**config.mk**
```make
export PLATFORM = sky130hd
export DESIGN_NAME = gtp_sqrt
export DESIGN_NICKNAME = d
export VERILOG_FILES = /design/src/hdl/go_to_point_steering_controller_defines.svh /design/src/hdl/gtp_pkg.sv /design/src/hdl/gtp_sqrt.sv
export SDC_FILE = /design/constraint.sdc
export NUM_CORES = 1
export LEC_CHECK = 0
export BUFFER_PORTS_ARGS = -buffer_cell sky130_fd_sc_hd__buf_4
export CAP_MARGIN = 20
export CORE_ASPECT_RATIO = 1.25
export CORE_MARGIN = 4
export CORE_UTILIZATION = 56
export CTS_BUF_LIST = sky130_fd_sc_hd__clkbuf_8
export CTS_CLUSTER_DIAMETER = 30
export DETAILED_ROUTE_END_ITERATION = 10
export MAX_ROUTING_LAYER = met4
export PLACE_DENSITY = 0.73
export SLEW_MARGIN = 20
export SYNTH_ARGS = -nofsm -noshare
export SYNTH_HDL_FRONTEND = slang
export SYNTH_SLANG_ARGS = --single-unit
```
**constraint.sdc**
```tcl
create_clock -name clk -period 7.7 [get_ports clk]
set_input_delay 0 -clock clk [delete_from_list [all_inputs] [get_ports clk]]
set_output_delay 0 -clock clk [all_outputs]
set_load 0.05 [all_outputs]
```
**src/hdl/go_to_point_steering_controller_defines.svh**
```systemverilog
// Assertion macros for the go-to-point steering controller.
// Depends on nothing; included by the top level only.
`ifndef GO_TO_POINT_STEERING_CONTROLLER_DEFINES_SVH
`define GO_TO_POINT_STEERING_CONTROLLER_DEFINES_SVH

// Same-cycle implication, disabled while reset is held.
`define GTP_ASSERT_IMP(label, clk, rst_n, ante, cons, msg) \
	label: assert property (@(posedge clk) disable iff (!rst_n) (ante) |-> (cons)) \
		else $error(msg);

// Implication with the consequent delayed by dly, disabled while reset is held.
`define GTP_ASSERT_LAT(label, clk, rst_n, ante, dly, cons, msg) \
	label: assert property (@(posedge clk) disable iff (!rst_n) (ante) |-> ##dly (cons)) \
		else $error(msg);

`endif

```
**src/hdl/gtp_pkg.sv**
```systemverilog
// Shared types, register codes and constants of the go-to-point steering controller.
// Depends on nothing; used by gtp_cordic, gtp_sqrt and the top level.
package gtp_pkg;

	// register codes, index = byte address / 4
	typedef enum logic [2:0] {
		REG_GOAL_X         = 3'd0,
		REG_GOAL_Y         = 3'd1,
		REG_HEADING_GAIN   = 3'd2,
		REG_TURN_THRESHOLD = 3'd3,
		REG_ARRIVAL_RADIUS = 3'd4
	} reg_idx_t;

	localparam logic [7:0]  GAIN_RESET      = 8'd64;
	localparam logic [15:0] THRESHOLD_RESET = 16'd819;
	localparam logic [15:0] RADIUS_RESET    = 16'd205;

	// CORDIC datapath: vector Q.8 (dx*256), angle Q.24 radians
	typedef logic signed [27:0] cvec_t;
	typedef logic signed [28:0] cang_t;

	localparam int    ATAN_ENTRIES = 24;
	localparam cang_t PI_Q24       = 29'sd52707179;

	localparam cang_t ATAN_Q24 [ATAN_ENTRIES] = '{
		29'sd13176795, 29'sd7778716, 29'sd4110060, 29'sd2086331,
		29'sd1047214,  29'sd524117,  29'sd262123,  29'sd131069,
		29'sd65536,    29'sd32768,   29'sd16384,   29'sd8192,
		29'sd4096,     29'sd2048,    29'sd1024,    29'sd512,
		29'sd256,      29'sd128,     29'sd64,      29'sd32,
		29'sd16,       29'sd8,       29'sd4,       29'sd2
	};

	// square root of a 34-bit sum of squares, one result bit per step
	localparam int SQ_W       = 34;
	localparam int SQRT_STEPS = SQ_W / 2;

	localparam logic signed [19:0] TURN_MAX = 20'sh7FFFF;
	localparam logic signed [19:0] TURN_MIN = 20'sh80000;

	// word carried alongside the CORDIC
	typedef struct packed {
		logic                    reached;
		logic signed [14:0]      heading;
		logic        [SQ_W-1:0]  sq;
	} cside_t;

	// word carried alongside the square root
	typedef struct packed {
		logic               reached;
		logic signed [19:0] rate;
		logic               gate;
	} rside_t;

endpackage

```
**src/hdl/gtp_sqrt.sv**
```systemverilog
// Pipelined integer square root, one result bit per register stage.
// Depends on gtp_pkg (widths, step count, side word).
module gtp_sqrt (
	input  logic                     clk,
	input  logic                     arst_n,
	input  logic                     in_valid,
	input  logic [gtp_pkg::SQ_W-1:0] in_n,
	input  gtp_pkg::rside_t          in_side,
	output logic                     out_valid,
	output logic [gtp_pkg::SQ_W-1:0] out_root,
	output gtp_pkg::rside_t          out_side
);

	localparam int STEPS = gtp_pkg::SQRT_STEPS;
	localparam int W     = gtp_pkg::SQ_W;

	logic            v_s    [STEPS+1];
	logic [W-1:0]    rem_s  [STEPS+1];
	logic [W-1:0]    root_s [STEPS+1];
	gtp_pkg::rside_t side_s [STEPS+1];

	assign v_s[0]    = in_valid;
	assign rem_s[0]  = in_n;
	assign root_s[0] = '0;
	assign side_s[0] = in_side;

	for (genvar k = 0; k < STEPS; k++) begin : g_step
		localparam logic [W-1:0] BIT = W'(1) << (2 * (STEPS - 1 - k));
		logic [W-1:0] trial;

		assign trial = root_s[k] + BIT;

		always_ff @(posedge clk or negedge arst_n) begin
			if (!arst_n) begin
				v_s[k+1] <= 1'b0;
			end else begin
				v_s[k+1] <= v_s[k];
			end
		end

		// restoring step: keep the bit if the trial fits in the remainder
		always_ff @(posedge clk) begin
			if (rem_s[k] >= trial) begin
				rem_s[k+1]  <= rem_s[k] - trial;
				root_s[k+1] <= (root_s[k] >> 1) + BIT;
			end else begin
				rem_s[k+1]  <= rem_s[k];
				root_s[k+1] <= root_s[k] >> 1;
			end
			side_s[k+1] <= side_s[k];
		end
	end

	assign out_valid = v_s[STEPS];
	assign out_root  = root_s[STEPS];
	assign out_side  = side_s[STEPS];

endmodule

```
==> summary.md <==
| Metric | Value |
|---|---|
| Die footprint | `64700 µm²` |
| Rows | `100` |
| Post-synth top area cell | `dfxtp_1` |
| Crit path buf inv count | `2` |
| Post-synth EDFFs | `0` |
| Reported max-cap violation count | `0` |
| HPWL after detailed placement | `48.54 mm` |
| Number of antenna violations at the first check in global routing | `2` |
| Async SR Flop Fraction | `1.563%` |
| Type of the worst setup path | `register to register` |
| Initial Utilization | `56.81%` |
| Reg-to-reg critical path endpoint | `rem_s[57]$_DFF_P_` |
| First-pass iteration count of the detailed router | `6` |
| Setup repair after global routing missed its margin | `no` |
| Post-route clock skew | `33.20 ps` |
| Synth top area share | `63.10%` |
| Kind of start point of the critical path | `register` |
| Worst Setup End Kind | `register` |
| Cells taking the most area after synthesis | `dfxtp_1 63%, ha_1 6.1%, xor2_1 2.9%, xnor2_1 2.8%, inv_1 2.2%` |
| Fraction of final layout cells with drive strength greater than 1 | `12.05%` |
| Max stage delay cell, worst path | `nor4_1` |
| DRC violation count after routing | `0` |
| Most used standard cell by instance count after synthesis | `dfxtp_1` |
| Global route total overflow | `0` |
| Post-layout net count | `3507` |
| Sum Neg Setup Slack | `0 ps` |
| H-tree lvl count | `4` |
| CTS root buffer | `clkbuf_8` |
| Clock Path Buffers | `3` |
| Critical path's largest stage delay | `810 ps` |
| Actual slew at the worst max-slew pin | `1116 ps` |
| Reg-to-reg startpoint | `root_s[86]$_DFF_P_` |
| Utilization after layout | `67.57%` |
| Source-to-sink clock delay at the later pin of the worst-skew pair | `810 ps` |
| Net switching power | `4.840 mW` |
| Final Critical Period | `3704 ps` |
| TritonCTS Buffers | `167` |
| Switching Fraction | `30.02%` |
| Number of warning messages in the yosys log | `0` |
| Number of DRC markers in iteration 0 | `1044` |
| Peak supply drop | `0.2326 mV` |
| Final setup fails | `0` |
| Worst hold-check path type | `register to register` |
| Fill cell total of the finished layout | `4259` |
| Hold Path Depth | `0` |
| Die outline width | `228.3 µm` |
| Routed Wire Length | `70.27 mm` |
| Final max-slew violation count | `0` |
| Period utilisation layout | `48.11%` |
| Total area of multi-input combinational cells | `10990 µm²` |
| Maximum number of pins on one net before global-route repair | `37` |
| Part of the Yosys area used for sequential elements | `64.35%` |
| Flip-flop and latch count after synthesis | `1088` |
| Vias in the first global route | `23470` |
| Data arrival time of the worst path | `4360 ps` |
| Core ar. | `59810 µm²` |
| Stages on the worst setup path | `11` |
| P per Cell Area | `398.9 nW/µm²` |
| Number of failing hold endpoints at the final stage | `0` |
| Leakage power figure | `18.46 nW` |
| Proportion of power drawn by flip-flops and latches | `45.4%` |
| Mapped Cells | `2957` |
| Avg Synthesized Cell Area | `11.49 µm²` |
| Routed vias | `21700` |
| Status | `finished clean` |
| Register-to-Register Setup Slack | `4000 ps` |
| Crit path max fanout | `36` |
| Depth of the worst register-to-register path | `11` |
| Post_cts resized | `0` |
| Clock tree sinks | `1088` |
| Count of antenna-violating nets left after detailed routing | `0` |
| CTS tree | `built` |
| IO buf count | `98` |
| First-pass GRT wire length | `112.1 mm` |
| DR vias/cell | `5.185` |
| Library cells used by synthesis | `77` |
| Routed wire per std cell | `16.79 µm` |
| Logic pwr share | `21.7%` |
| I/O pins | `116` |
| Final weighted congestion in routability-driven placement | `0.9804` |
| Critical path data required time | `8350 ps` |
| Total setup buffers inserted after CTS | `0` |
| Cell family with most CP delay | `simple AND/OR/NAND/NOR gates` |
| Overall track demand over capacity in global routing | `22.20%` |
| Die Y-Extent | `283.4 µm` |
| Hold Crit Start | `side_s[326]$_DFF_P_` |
| Worst path cell trace | `inv_1, ha_1, nor2b_1, nand4_1, nor4_1, nor4b_1, o311a_2, inv_1, nand4_1, nor4_1, xor2_1` |
| Clock Power Share | `32.9%` |
| Most used flip-flop cell after synthesis | `dfxtp_1` |
| List of most frequent post-synthesis cells | `1071 x dfxtp_1, 197 x inv_1, 166 x ha_1` |
| Hold-fix buffer count after cts | `117` |
| Sequential cell area | `21870 µm²` |
| Worst hold path endpoint | `side_s[304]$_DFF_P_` |
| Cell area after synthesis | `33980 µm²` |
| Area Growth Syn to Fin | `18.94%` |
| Clk pin slew, worst setup/hold paths | `60 ps` |
| Relative slew slack | `24.91%` |
| Max Clock Freq | `0.2700 GHz` |
| P_int | `11.28 mW` |
-- kinds of logic after synthesis --
group,count (synthesis),share of synthesized area (%)
DFF,1088,64.35
and+or+nand+nor,728,11.28
AOI/OAI and AO/OA,454,8.352
buffers and inverters,281,3.609
xor gates and xnor gates,221,5.697
adders and majority gates,166,6.113
muxes,18,0.5818
other,1,0.01104
-- how the worst max path moves through the flow --
stage	start	end	slack (ps)
after floorplan	root_s[113]$_DFF_P_	rem_s[100]$_DFF_P_	4990
after global placement	root_s[86]$_DFF_P_	rem_s[65]$_DFF_P_	3860
after detailed placement	root_s[86]$_DFF_P_	rem_s[57]$_DFF_P_	3840
after CTS	root_s[86]$_DFF_P_	rem_s[57]$_DFF_P_	3830
after global routing	root_s[86]$_DFF_P_	rem_s[57]$_DFF_P_	3760
final	root_s[86]$_DFF_P_	rem_s[57]$_DFF_P_	4000
-- power groups by stage --
stage	Clock [mW]	Sequential, mW	Combinational [mW]
4_1_cts	5.41	7.30	3.46
2_1_floorplan	0	7.20	2.66
3_5_place_dp	0	7.42	3.39
3_3_place_gp	0	7.37	3.26
6_report	5.31	7.32	3.49
5_1_grt	5.69	7.41	3.88
-- flip-flops by register name, summed over array words and instances, names as in the netlist --
signal	cells
root_s	136
rem_s	544
out_side	22
out_root	17
side_s	352
v_s	16
out_valid	1
-- metrics by stage --
stage / total power [mW] / std cells / setup slack, ps / area (µm²) / hold slack, ps
after floorplan: 9.868 / 2973 / 4993 / 34040 / -295.6
after global placement: 10.64 / 3760 / 3860 / 35320 / -135.4
after detailed placement: 10.80 / 3760 / 3844 / 35320 / -127.8
after CTS: 16.17 / 4182 / 3834 / 40380 / 260.4
after global routing: 16.98 / 4185 / 3760 / 40410 / 310.6
final: 16.12 / 4185 / 3996 / 40410 / 307.8
-- routing by layer --
layer / wire length [µm] / vias to the layer above / GRT usage [%] / part of all wire, %
met1: 22520 / 10150 / 17.07 / 32
li1: - / 10740 / - / -
met2: 40640 / 542 / 44.62 / 58
met4: 4812 / 0 / 15.42 / 6.8
met3: 2292 / 265 / 4.548 / 3.3
met5: 0 / - / - / 0
-- layout by cell type, fill, tap and decap left out, types with 16 or more instances in the layout --
cell           instances
nor2b_1               29
o31ai_1               21
a21oi_1              119
dlygate4sd3_1        117
ha_1                 166
nor3_1                73
bufinv_16             20
nor2_1               142
conb_1                17
nand2b_1              38
nand2_1              159
o21ai_0              135
inv_1                241
dfrtp_1               17
nand3_1               37
nor4_1                76
o21a_1                45
a21o_1                42
xnor2_1              110
nor4b_1               16
xor2_1               111
nand4_1               43
dfxtp_1             1071
buf_4                104
clkbuf_8             201
or3_1                 28
-- final cells by class --
cell class	count	share of cell area, %
well taps	765	2.368
flip-flops and latches	1088	54.11
inverters	199	1.848
repair buffers	222	4.858
clock buffers	201	6.845
multi-input cells	1604	27.18
diodes	2	0.01238
clock inverters	104	2.780
No activity file was read; power rests on OpenSTA's default activity.
